==> src/hdl/fgn_pkg.sv <==
// ----------------------------------------------------------------------------
// Fractal gradient noise package
// Shared constants, codes and types for the fractal gradient noise block.
// ----------------------------------------------------------------------------
`default_nettype none

package fgn_pkg;

  // Default sizes of the gradient table and of the octave loop.
  localparam int TABLE_SIZE_DEF  = 1024;
  localparam int MAX_OCTAVES_DEF = 8;

  // Fixed-point one in Q.16 and the corner hash multipliers.
  localparam int ONE_Q16  = 65536;
  localparam int HASH_ROW = 41;
  localparam int HASH_COL = 43;

  // Depth of the command queue between front and back; a power of two.
  localparam int QUEUE_DEPTH = 2;

  // Width of the octave accumulator before saturation.
  localparam int ACC_W = 40;

  // Input action codes.
  localparam logic ACT_LOAD   = 1'b0;
  localparam logic ACT_SAMPLE = 1'b1;

  // Configuration register indexes.
  localparam logic [1:0] REG_OCTAVE_COUNT   = 2'd0;
  localparam logic [1:0] REG_BASE_FREQUENCY = 2'd1;
  localparam logic [1:0] REG_LACUNARITY     = 2'd2;
  localparam logic [1:0] REG_OCTAVE_GAIN    = 2'd3;

  // Configuration reset values.
  localparam logic [3:0]  OCTAVE_COUNT_RST   = 4'd4;
  localparam logic [23:0] BASE_FREQUENCY_RST = 24'd65536;
  localparam logic [23:0] LACUNARITY_RST     = 24'd131072;
  localparam logic [16:0] OCTAVE_GAIN_RST    = 17'd32768;

  typedef enum logic {
    CMD_LOAD,
    CMD_SAMPLE
  } fgn_kind_t;

  // One queued command. A load carries {grad_y, grad_x} in arg_a and the
  // entry index in arg_b; a sample carries x in arg_a and y in arg_b.
  typedef struct packed {
    fgn_kind_t   kind;
    logic [31:0] arg_a;
    logic [31:0] arg_b;
  } fgn_cmd_t;

  typedef struct packed {
    logic [3:0]  octave_count;
    logic [23:0] base_frequency;
    logic [23:0] lacunarity;
    logic [16:0] octave_gain;
  } fgn_cfg_t;

  typedef enum logic [2:0] {
    ST_IDLE,
    ST_SCALE,
    ST_READ,
    ST_DOT,
    ST_BLEND_U,
    ST_BLEND_V,
    ST_ACCUM,
    ST_DONE
  } fgn_state_t;

endpackage

`default_nettype wire

==> src/hdl/fgn_queue.sv <==
// ----------------------------------------------------------------------------
// Fractal gradient noise command queue
// Short first-in first-out queue that decouples the front end from the
// octave engine.
// ----------------------------------------------------------------------------
`default_nettype none

module fgn_queue (
  input  wire logic              clk,
  input  wire logic              rst,
  input  wire logic              push,
  input  wire fgn_pkg::fgn_cmd_t push_cmd,
  output logic                   full,
  input  wire logic              pop,
  output logic                   head_valid,
  output fgn_pkg::fgn_cmd_t      head_cmd
);
  import fgn_pkg::*;

  localparam int PW = (QUEUE_DEPTH > 1) ? $clog2(QUEUE_DEPTH) : 1;
  localparam int CW = $clog2(QUEUE_DEPTH + 1);

  fgn_cmd_t        slots [QUEUE_DEPTH];
  logic [PW-1:0]   wr_ptr;
  logic [PW-1:0]   rd_ptr;
  logic [CW-1:0]   count;

  assign full       = count == CW'(QUEUE_DEPTH);
  assign head_valid = count != '0;
  assign head_cmd   = slots[rd_ptr];

  // Pointers and fill level.
  always_ff @(posedge clk) begin
    if (rst) begin
      wr_ptr <= '0;
      rd_ptr <= '0;
      count  <= '0;
    end else begin
      if (push) begin
        wr_ptr <= wr_ptr + PW'(1);
      end
      if (pop) begin
        rd_ptr <= rd_ptr + PW'(1);
      end
      if (push && !pop) begin
        count <= count + CW'(1);
      end else if (pop && !push) begin
        count <= count - CW'(1);
      end
    end
  end

  always_ff @(posedge clk) begin
    if (push) begin
      slots[wr_ptr] <= push_cmd;
    end
  end

endmodule

`default_nettype wire

==> config.mk <==
export PLATFORM = sky130hd
export DESIGN_NAME = fgn_queue
export DESIGN_NICKNAME = d
export VERILOG_FILES = /design/src/hdl/fgn_pkg.sv /design/src/hdl/fgn_queue.sv
export SDC_FILE = /design/constraint.sdc
export NUM_CORES = 1
export LEC_CHECK = 0
export ABC_CLOCK_PERIOD_IN_PS = 4900
export BUFFER_PORTS_ARGS = -buffer_cell sky130_fd_sc_hd__buf_2
export CAP_MARGIN = 10
export CELL_PAD_IN_SITES_DETAIL_PLACEMENT = 0
export CELL_PAD_IN_SITES_GLOBAL_PLACEMENT = 1
export CORE_MARGIN = 2
export CORE_UTILIZATION = 43
export CTS_CLUSTER_SIZE = 10
export DETAILED_ROUTE_END_ITERATION = 10
export GPL_ROUTABILITY_DRIVEN = 0
export PLACE_DENSITY = 0.79
export SETUP_SLACK_MARGIN = 0.5
export SLEW_MARGIN = 20
export SYNTH_ARGS = -nofsm -noshare
export SYNTH_HDL_FRONTEND = slang
export SYNTH_SLANG_ARGS = --single-unit
export TNS_END_PERCENT = 50
==> constraint.sdc <==
create_clock -name clk -period 4.9 [get_ports clk]
set_input_delay 0.245 -clock clk [delete_from_list [all_inputs] [get_ports clk]]
set_output_delay 0.245 -clock clk [all_outputs]
set_load 0.02 [all_outputs]
## Word-level counts from Yosys, hierarchy flattened

Memories as Yosys holds them, arrays and structs flattened. A register that Yosys moved wholly into a read port is not among the register bits.
Cells that the tools add are included.

- RAM bits: 130
- Latch bits: 0
- Memories kept: 1
- Memory bits (read-only): 0
- Register bits: 4
- Input port bits: 69

- Equality and inequality tests: 1
- Shifts and indexed selects: 0
- Add/subtract/negate cells: 4
- Div/mod/pow operators: 0
- Multiplexer cells: 6
- Multipliers: 0
- Bitwise gates (word level): 0
- $lt $le $gt $ge: 0
- Reductions and logical operators: 6

Memory list:

| memory | words | width | read ports | clocked after memory_dff | wr ports | line | text |
|---|---|---|---|---|---|---|---|
| slots | 2 | 65 | 1 | 1 | 1 | fgn_queue.sv:23 | `fgn_cmd_t slots [QUEUE_DEPTH];` |

Operators by type and width:

| kind | count |
|---|---|
| $mux 1 | 4 |
| $mux 2 | 2 |
| $reduce_bool 2->1 | 2 |
| $add 1x1->1 const B | 2 |
| $add 2x1->2 const B | 1 |
| $eq 2x2->1 const B | 1 |
| $logic_and 1x1->1 | 2 |
| $logic_not 1->1 | 2 |
| $sub 2x1->2 const B | 1 |

## Logic depth before layout (Yosys ltp)

- Depth in word-level cells: 4
- Depth in mapped cells: 5

## Worst setup path before layout

Ideal clock, no wire load.

- Kind: register to register
- Start: reg wr_ptr
- End: mem slots[0][0] (netlist bit), enable pin
- Period minus slack after synthesis: 3.713 ns
- Arrival time: 3.217 ns
- Setup time: 0.496 ns
- Slack: 1.187 ns
- Cell stages (with the launch flop): 2
- Path buffers: 0
- Path through: dfxtp_1 > nor2b_1

RTL lines:

| what | line | text |
|---|---|---|
| start, declared | fgn_queue.sv:24 | `logic [PW-1:0] wr_ptr;` |
| start signal, assigned | fgn_queue.sv:40 | `wr_ptr <= wr_ptr + PW'(1);` |
| end, declared | fgn_queue.sv:23 |  |

Straight into the memory's write port.

==> results.py <==
metrics = {
    "grt": {
        "grt_pass1_wl_um": 13500,
        "grt_pass1_vias": 2736,
        "grt_overflow": 0,
        "grt_max_degree": 35,
        "antenna_found_initial": 0,
        "grtUsageTotal": 0.146,
    },
    "flow_run": {
        "maxCapViolations": 0,
    },
    "placement": {
        "place_hpwl_um": 5630,
        "io_buffer_count": 135,
    },
    "final_layout": {
        "n_antenna_cell": 0,
        "area_growth_pct": 28.7,
        "fillers": 886,
        "drive_above_1_share": 0.618,
        "nets": 444,
    },
    "yosys": {
        "syn_inst": 224,
        "yosys_register_bits": 135,
        "seq_area_frac_synth": 0.815,
        "ys.flop_type": "edfxtp_1",
        "avgSynthCellArea_um2": 21.9,
        "syn-cell-area_um2": 4910,
        "synth_top_area_frac": 0.794,
        "yosysUniqueCellTypes": 18,
        "synth_top_area_cell": "edfxtp_1",
        "yosysMostFrequentCell": "edfxtp_1",
        "yosysWarnings": 0,
        "synth_edf_count": 130,
        "synthTopCellsByArea": "edfxtp_1 79%, mux2_2 15%, dfxtp_1 2.0%",
        "synth_common_cells": "130 x edfxtp_1, 65 x mux2_2, 5 x buf_6, 5 x dfxtp_1, 4 x nor2_1",
        "synth_async_sr_flop_share": 0,
        "syn_nets": 294,
    },
    "timing": {
        "setup_tns_ps": 0,
        "period_share": 0.533,
        "hold_viol": 0,
        "tightestPinTransition_ps": 982,
        "setup_viol": 0,
        "fin_skew_ps": 10.2,
        "slew_violations": 0,
        "rsz0062_at_grt": "no",
        "slew_headroom": 0.344,
        "period_minus_slack_ps": 2610,
        "max_freq_ghz": 0.383,
    },
    "detailed_routing": {
        "drt_pre_antenna_iters": 4,
        "wl_um": 8560,
        "drc_errors": 0,
        "drtIter0Drc": 92,
        "via_count": 2536,
        "viasPerCell": 4.78,
        "ant_nets": 0,
        "wl_per_cell_um": 16.2,
    },
    "critical_path": {
        "cp-start-kind": "flip-flop",
        "cp-end-kind": "output pin",
        "critPathKind": "flip-flop to output pin",
        "required_ps": 4660,
        "worst_ep_arrival_time_ps": 2370,
        "path_max_fanout": 34,
    },
    "clock_network": {
        "cts_tree": "built",
        "cts_made_buffers": 17,
        "clk_pin_slew_ps": 60,
        "cts_max_level": 4,
        "cts_max_path_buffers": 2,
        "hold_buffers": 0,
        "cts.sinks": 135,
        "cts_root_buf": "clkbuf_16",
        "cts_setup_buffers": 0,
        "post_cts_resized": 0,
        "clk-insertion-delay-late_ps": 410,
    },
    "die": {
        "io_pins": 136,
        "core_region_area_um2": 11300,
        "num_rows": 39,
        "initial_core_util": 0.436,
        "die_w_um": 111,
        "dieArea_um2": 12300,
        "die_y_um": 111,
    },
    "outcome": {
        "status": "completed",
    },
    "power_and_ir_drop": {
        "power_leakage_nw": 2.40,
        "cellPowerDensity_nw_per_um2": 463,
        "ir_drop_v": 0.000243,
        "finalPower_mw": 2.93,
    },
    "worst_hold_path": {
        "min_path_type": "input pin to flip-flop",
    },
}
==> logic make-up after synthesis <==
family / count (synthesis) / share of synthesized area
flip-flops: 135 / 0.815
multiplexers: 65 / 0.149
AND/OR/NAND/NOR: 9 / 0.00993
buffers and inverters: 8 / 0.0148
XOR/XNOR: 4 / 0.00713
AO/OA/AOI/OAI: 2 / 0.00203
adder cells (fa/ha/maj): 1 / 0.00255
==> per-stage QoR <==
step	instances	hold slack, ps	instance area (µm²)	worst slack (ps)	util
after floorplan	224	314	4910	1190	-
after global placement	498	433	5730	2670	0.509
after detailed placement	498	437	5730	2660	0.509
after CTS	530	6.96	6330	2220	0.561
after global routing	530	6.18	6330	2110	0.561
final	530	20.4	6330	2290	0.561
==> layout make-up <==
class                           count  area [µm²]  area share
Sequential cell                   135        4010       0.633
Multi-Input combinational cell     81         847       0.134
Timing Repair Buffer              138         698       0.110
Clock buffer                       21         470      0.0744
Tap cell                          143         179      0.0283
Clock inverter                     11         123      0.0194
Inverter                            1        3.75    0.000593
==> routing by layer <==
metal	routed length, µm	GRT usage	vias to the layer above
met4	191	0.0692	0
li1	-	-	1188
met3	517	0.0514	17
met5	0	0	-
met2	4290	0.240	87
met1	3560	0.171	1244
==> critical path, stage by stage, from the launching register on <==
cell and delay, ps:
dfxtp_2 840, buf_4 510, mux2_2 400, buf_2 160
==> flip-flops by register name (all words and copies together) (netlist names), named ones only <==
name	flops
slots	130
wr_ptr	1
rd_ptr	1
count	2
==> power by group <==
| group | switching, mW | total [mW] | internal [mW] |
|---|---|---|---|
| registers | 0.0272 | 1.37 | 1.35 |
| clock network | 0.454 | 1.24 | 0.788 |
| logic | 0.181 | 0.310 | 0.129 |
| total | 0.662 | 2.93 | 2.26 |
==> path summary, 6_finish.rpt <==
check                        startpoint                      to  slack [ps]  cells past startpoint
setup / recovery              flip-flop            head_cmd[63]        2290                      3
hold / removal             push_cmd[61]  slots[1][61]$_DFFE_PP_          20                      1
setup reg to reg    wr_ptr$_SDFFE_PP0P_  slots[0][54]$_DFFE_PP_        2850                      2
hold reg to reg   count[1]$_SDFFE_PP0P_   count[1]$_SDFFE_PP0P_         530                      2
==> layout by cell type, fill, tap and decap left out, types with 2 or more instances in the layout <==
cell type   instances
buf_2             135
buf_4               3
bufinv_16           2
clkbuf_16          17
clkbuf_8            3
clkinv_2            3
clkinvlp_4          4
dfxtp_1             4
edfxtp_1          130
mux2_2             65
nor2_1              4
xnor2_1             2
xor2_1              2
Power figures use the tool's default switching activity.
