--- src/hdl/fgn_pkg.sv ---
// ----------------------------------------------------------------------------
// Fractal gradient noise package
// Shared constants, codes and types for the fractal gradient noise block.
// ----------------------------------------------------------------------------
`default_nettype none

package fgn_pkg;

  // Default sizes of the gradient table and of the octave loop.
  localparam int TABLE_SIZE_DEF  = 1024;
  localparam int MAX_OCTAVES_DEF = 8;

  // Fixed-point one in Q.16 and the corner hash multipliers.
  localparam int ONE_Q16  = 65536;
  localparam int HASH_ROW = 41;
  localparam int HASH_COL = 43;

  // Depth of the command queue between front and back; a power of two.
  localparam int QUEUE_DEPTH = 2;

  // Width of the octave accumulator before saturation.
  localparam int ACC_W = 40;

  // Input action codes.
  localparam logic ACT_LOAD   = 1'b0;
  localparam logic ACT_SAMPLE = 1'b1;

  // Configuration register indexes.
  localparam logic [1:0] REG_OCTAVE_COUNT   = 2'd0;
  localparam logic [1:0] REG_BASE_FREQUENCY = 2'd1;
  localparam logic [1:0] REG_LACUNARITY     = 2'd2;
  localparam logic [1:0] REG_OCTAVE_GAIN    = 2'd3;

  // Configuration reset values.
  localparam logic [3:0]  OCTAVE_COUNT_RST   = 4'd4;
  localparam logic [23:0] BASE_FREQUENCY_RST = 24'd65536;
  localparam logic [23:0] LACUNARITY_RST     = 24'd131072;
  localparam logic [16:0] OCTAVE_GAIN_RST    = 17'd32768;

  typedef enum logic {
    CMD_LOAD,
    CMD_SAMPLE
  } fgn_kind_t;

  // One queued command. A load carries {grad_y, grad_x} in arg_a and the
  // entry index in arg_b; a sample carries x in arg_a and y in arg_b.
  typedef struct packed {
    fgn_kind_t   kind;
    logic [31:0] arg_a;
    logic [31:0] arg_b;
  } fgn_cmd_t;

  typedef struct packed {
    logic [3:0]  octave_count;
    logic [23:0] base_frequency;
    logic [23:0] lacunarity;
    logic [16:0] octave_gain;
  } fgn_cfg_t;

  typedef enum logic [2:0] {
    ST_IDLE,
    ST_SCALE,
    ST_READ,
    ST_DOT,
    ST_BLEND_U,
    ST_BLEND_V,
    ST_ACCUM,
    ST_DONE
  } fgn_state_t;

endpackage

`default_nettype wire

--- src/hdl/fgn_front.sv ---
// ----------------------------------------------------------------------------
// Fractal gradient noise front end
// Accepts input transactions, classifies them into commands and drops loads
// aimed beyond the table. Holds one command until the queue takes it.
// ----------------------------------------------------------------------------
`default_nettype none

module fgn_front #(
  parameter int TABLE_SIZE = fgn_pkg::TABLE_SIZE_DEF
) (
  input  wire logic              clk,
  input  wire logic              rst,
  input  wire logic              in_valid,
  output logic                   in_stall,
  input  wire logic              action,
  input  wire logic [31:0]       sample_x,
  input  wire logic [31:0]       sample_y,
  input  wire logic [9:0]        entry_index,
  input  wire logic [15:0]       grad_x,
  input  wire logic [15:0]       grad_y,
  output logic                   push,
  output fgn_pkg::fgn_cmd_t      push_cmd,
  input  wire logic              q_full
);
  import fgn_pkg::*;

  logic     hold_valid;
  fgn_cmd_t hold_cmd;
  fgn_cmd_t cmd_next;
  logic     accept;
  logic     keep;

  // The held command moves on whenever the queue has room.
  assign push     = hold_valid && !q_full;
  assign push_cmd = hold_cmd;
  assign in_stall = hold_valid && q_full;
  assign accept   = in_valid && !in_stall;

  // Classify the transaction; loads beyond the table are dropped.
  always_comb begin
    if (action == ACT_SAMPLE) begin
      cmd_next.kind  = CMD_SAMPLE;
      cmd_next.arg_a = sample_x;
      cmd_next.arg_b = sample_y;
      keep           = 1'b1;
    end else begin
      cmd_next.kind  = CMD_LOAD;
      cmd_next.arg_a = {grad_y, grad_x};
      cmd_next.arg_b = 32'(entry_index);
      keep           = 32'(entry_index) < 32'(TABLE_SIZE);
    end
  end

  always_ff @(posedge clk) begin
    if (rst) begin
      hold_valid <= 1'b0;
    end else if (accept) begin
      hold_valid <= keep;
    end else if (push) begin
      hold_valid <= 1'b0;
    end
  end

  always_ff @(posedge clk) begin
    if (accept) begin
      hold_cmd <= cmd_next;
    end
  end

endmodule

`default_nettype wire

--- config.mk ---
export PLATFORM = sky130hd
export DESIGN_NAME = fgn_front
export DESIGN_NICKNAME = d
export VERILOG_FILES = /design/src/hdl/fgn_pkg.sv /design/src/hdl/fgn_front.sv
export SDC_FILE = /design/constraint.sdc
export NUM_CORES = 1
export LEC_CHECK = 0
export ABC_AREA = 1
export BUFFER_PORTS_ARGS = -buffer_cell sky130_fd_sc_hd__buf_2
export CORE_MARGIN = 2
export CORE_UTILIZATION = 30
export CTS_BUF_LIST = sky130_fd_sc_hd__clkbuf_16
export DETAILED_ROUTE_END_ITERATION = 8
export GPL_TIMING_DRIVEN = 0
export PLACE_DENSITY = 0.65
export SETUP_SLACK_MARGIN = 0.15
export SYNTH_ARGS = -nofsm -noshare
export SYNTH_HDL_FRONTEND = slang
export SYNTH_SLANG_ARGS = --single-unit
--- constraint.sdc ---
create_clock -name clk -period 5 [get_ports clk]
set_input_delay 1 -clock clk [delete_from_list [all_inputs] [get_ports clk]]
set_output_delay 1 -clock clk [all_outputs]
set_load 0.02 [all_outputs]
# Word-level counts from Yosys, hierarchy flattened

Index checks and enable logic that the tools add are counted.

Bits in registers: 66
Input bits: 111
Output and inout bits: 67
Word-level logic and storage cells: 14

Multiplexer cells: 3
Reduce and logical (&&, ||, !) cells: 6

Operator list:

| kind              | number |
|---|---|
| $mux 65           | 1 |
| $logic_and 1x1->1 | 3 |
| $logic_not 1->1   | 2 |
| $mux 1            | 2 |
| $reduce_bool 2->1 | 1 |

# Longest topological paths before layout

Depth in word-level cells: 4
Gate-level depth with buffers: 5
Depth with buffers taken out: 3

# Worst setup path before layout

OpenSTA, ideal clock, no wires.

Path kind: input port to flip-flop
From: input q_full
To: register hold_cmd (netlist bit push_cmd[0]), enable pin
Library setup time: 0.488 ns
Arrival: 3.919 ns
Data required time: 4.512 ns
Slack: 0.593 ns
Stages: 3
Buffers on the path: 0
Path through: nand2_1 > inv_1 > nor2_1

Cells in the longest elaborated chain, start to end: 3

Ends and longest elaborated chain:

| what                 | RTL line        | RTL |
|---|---|---|
| from (decl)          | fgn_front.sv:23 | `input wire logic q_full` |
| $logic_and 1x1->1    | fgn_front.sv:36 | `assign in_stall = hold_valid && q_full;` |
| net in_stall         | fgn_front.sv:14 | `output logic in_stall,` |
| $logic_not 1->1      | fgn_front.sv:37 | `assign accept = in_valid && !in_stall;` |
| $logic_and 1x1->1    | fgn_front.sv:37 |  |
| net accept           | fgn_front.sv:30 | `logic accept;` |
| to (signal assigned) | fgn_front.sv:66 | `hold_cmd <= cmd_next;` |
| to (decl)            | fgn_front.sv:28 | `fgn_cmd_t hold_cmd;` |

The timed path passes the listed nets, and every way through them passes these cells.
A chain may end at the register's enable or synchronous reset.

# Worst setup path after layout

From: input q_full
To: output in_stall

Cells in the longest elaborated chain, start to end: 1

Ends and longest elaborated chain:

| what              | RTL line |
|---|---|
| $logic_and 1x1->1 | fgn_front.sv:36 |
| to (decl)         | fgn_front.sv:14 |

No other way between the ends.

==> impl_metrics.env <==
export IMPL_synth_compound_area_share_pct=9.73
export IMPL_fin_nets=556
export IMPL_clock_power_share_pct=40.3
export IMPL_yosys_area_share_simple_pct=9.94
export IMPL_worstSetupEndpointType="output pin"
export IMPL_cp_depth=4
export IMPL_grt_pass1_wl_mm=10.4
export IMPL_totalWireLength_mm=6.89
export IMPL_synth_nets=366
export IMPL_path_buf_inv=3
export IMPL_num_vias=2325
export IMPL_drt_pass1_iter_count=4
export IMPL_synth_fa_ha_area_share_pct=0
export IMPL_slowest_delay_ns=0.18
export IMPL_path_delay_family="buffers and inverters"
export IMPL_swShare_pct=23.9
export IMPL_track_usage_pct=13.1
export IMPL_cts_tree="done"
export IMPL_antenna_cells=0
export IMPL_worstSetupPathType="in -> out"
export IMPL_pwr_share_comb_pct=14.5
export IMPL_die_h_um=102
export IMPL_tns_ns=0
export IMPL_grt_remaining_overflow=0
export IMPL_ys_top_cells_by_count="67 x inv_1, 65 x edfxtp_1, 50 x nand2_1"
export IMPL_insertion_delay_ns=0.32
export IMPL_cp_start_kind="primary input"
export IMPL_status="completed"
export IMPL_syn_area_per_cell_um2=11.4
export IMPL_maxCapViolCount=0
export IMPL_dpl_cell_area_um2=4020
export IMPL_core_um2=9330
export IMPL_maxSlewHeadroom_pct=50.6
export IMPL_yosysWarnings=0
export IMPL_floorplan_rows=35
export IMPL_start_util_pct=31.2
export IMPL_worst_slew_pin_slew_ns=0.739
export IMPL_stdcell_area_um2=4300
export IMPL_required_ns=4.00
export IMPL_finClkSkew_ns=0.00544
export IMPL_synth_top_family_by_area="buffers and inverters"
export IMPL_holdPathStages=2
export IMPL_dp_hpwl_mm=5.37
export IMPL_peakVddDrop_uv=167
export IMPL_critical_path_slowest_cell="buf_2"
export IMPL_first_global_vias=2304
export IMPL_power_switching_uw=351
export IMPL_synth_edf_count=65
export IMPL_rrSetupSlack_ns=3.41
export IMPL_die_x_um=102
export IMPL_cts_resized=0
export IMPL_synthArstFlopShare_pct=0
export IMPL_min_period_ns=2.43
export IMPL_cts_buffers=9
export IMPL_clock_path_buffers=2
export IMPL_hold_class="reg -> reg"
export IMPL_ys_ff_latch=66
export IMPL_seq_area_frac_synth_pct=67.8
export IMPL_setup_viol=0
export IMPL_holdWs_ns=0.476
export IMPL_clk_pin_slew_ns=0.05
export IMPL_grt_antenna_before_repair=0
export IMPL_h_tree_depth=3
export IMPL_synth_cells=255
export IMPL_final_hold_viol_count=0
export IMPL_critical_path_cell_chain="buf_2, nand2_1, inv_1, buf_2"
export IMPL_globalplace_congestion=0.787
export IMPL_post_cts_buffers=0
export IMPL_viasPerCell=4.02
export IMPL_fmax_mhz=412
export IMPL_arrival_ns=1.43
export IMPL_numPortBuffers=177
export IMPL_drt_iter0_drc=44
export IMPL_cts_root_buf="clkbuf_16"
export IMPL_grt_start_max_net_pins=26
export IMPL_drc=0
export IMPL_rsz0062_at_grt="no"
export IMPL_ys_types=14
export IMPL_leakage_uw=0.00224
export IMPL_n_fill_cell=926
export IMPL_critical_path_peak_fanout=2
export IMPL_yosysTopAreaCell="edfxtp_1"
export IMPL_finalMaxSlewViolations=0
export IMPL_cts_sinks=66
export IMPL_syn_cell_area_um2=2910
export IMPL_synthMuxAreaShare_pct=0
export IMPL_final_util_pct=46.1
export IMPL_synth_ff_type="edfxtp_1"
export IMPL_power_density_nw_per_um2=342
export IMPL_netlist_area_leader_share_pct=67.2
export IMPL_synthTopCellsByArea="edfxtp_1 67%, inv_1 8.7%, nand2_1 6.5%"
export IMPL_drive_above_1_share_pct=52.7
export IMPL_path_common_cell="buf_2"
export IMPL_r2r_worst_path_cells=4
export IMPL_dieArea_um2=10500
export IMPL_p_int_uw=1120
export IMPL_period_share_pct=48.6
export IMPL_synthXorXnorAreaFrac_pct=0
export IMPL_syn2layout_area_growth_pct=47.8
export IMPL_drtAntennaViolNets=0
export IMPL_pin_count=178
export IMPL_hold_buffers=0
export IMPL_seq_power_share_pct=45.2
export IMPL_synth_most_common_cell="inv_1"
export IMPL_wl_per_cell_um=11.9
[per-layer routing]
| metal | up-vias | GRT usage [%] | share of wire (%) |
|---|---|---|---|
| met4 | 0 | 4.92 | 1.8 |
| li1 | 1185 | - | - |
| met2 | 111 | 22.2 | 49 |
| met1 | 1015 | 14.5 | 40 |
| met5 | - | 0 | 0 |
| met3 | 14 | 5.75 | 9.2 |
[cell families (layout without fill, tap and decap cells)]
kind of cell,count (synthesis),count (layout)
AOI/OAI and AO/OA,43,43
DFF,66,66
buffers and inverters,79,274
and+or+nand+nor,67,67
[power groups by stage]
| stage | registers, µW | clock network [µW] | logic, µW |
|---|---|---|---|
| after floorplan | 728 | 0 | 65.8 |
| after global placement | 679 | 0 | 207 |
| after detailed placement | 676 | 0 | 218 |
| after CTS | 664 | 616 | 218 |
| after global routing | 668 | 636 | 236 |
| final | 664 | 593 | 213 |
[tightest hold or removal path: stages (launching register included)]
cell and delay [ns]:
dfxtp_1 0.31, nand2_1 0.07, a21oi_1 0.06
[cells in the final DEF (no fill, tap or decap)]
master / Yosys / routed
bufinv_16: 0 / 1
buf_8: 3 / 3
buf_2: 5 / 182
a21oi_1: 1 / 1
edfxtp_1: 65 / 65
buf_16: 0 / 2
nand2_2: 15 / 15
nand2_1: 50 / 50
clkinv_2: 0 / 2
o21ai_0: 23 / 23
o21ai_2: 18 / 18
clkbuf_16: 0 / 9
dfxtp_1: 1 / 1
buf_6: 3 / 3
o21ai_1: 1 / 1
clkinv_1: 0 / 1
inv_1: 67 / 70
nor2_1: 2 / 1
nor2_4: 0 / 1
buf_4: 1 / 1
[stage by stage]
| step | setup slack, ns | std cells | total power [µW] |
|---|---|---|---|
| floorplan | 0.593 | 255 | 794 |
| global placement | -0.701 | 561 | 886 |
| detailed placement | 2.55 | 563 | 893 |
| CTS | 2.57 | 579 | 1500 |
| global route | 2.52 | 579 | 1540 |
| finish | 2.57 | 579 | 1470 |
[sequential cells by signal, summed over array words and instances, names as in the netlist]
signal      flops
hold_valid      1
push_cmd       65
[layout make-up]
class / count / area (µm²) / share of cell area, %
flip-flops and latches: 66 / 1970 / 45.9
repair buffers: 179 / 941 / 21.9
multi-input cells: 110 / 579 / 13.5
inverters: 67 / 251 / 5.85
clock buffers: 9 / 225 / 5.24
well taps: 129 / 161 / 3.76
plain buffers: 12 / 111 / 2.59
clock inverters: 7 / 55.1 / 1.28
[path summary, 6_finish.rpt]
path | to | start
setup reg to reg | push_cmd[29] | hold_valid
hold / removal | hold_valid | hold_valid
hold reg to reg | hold_valid | hold_valid
setup / recovery | in_stall | q_full
(Power assumes the default switching activity.)
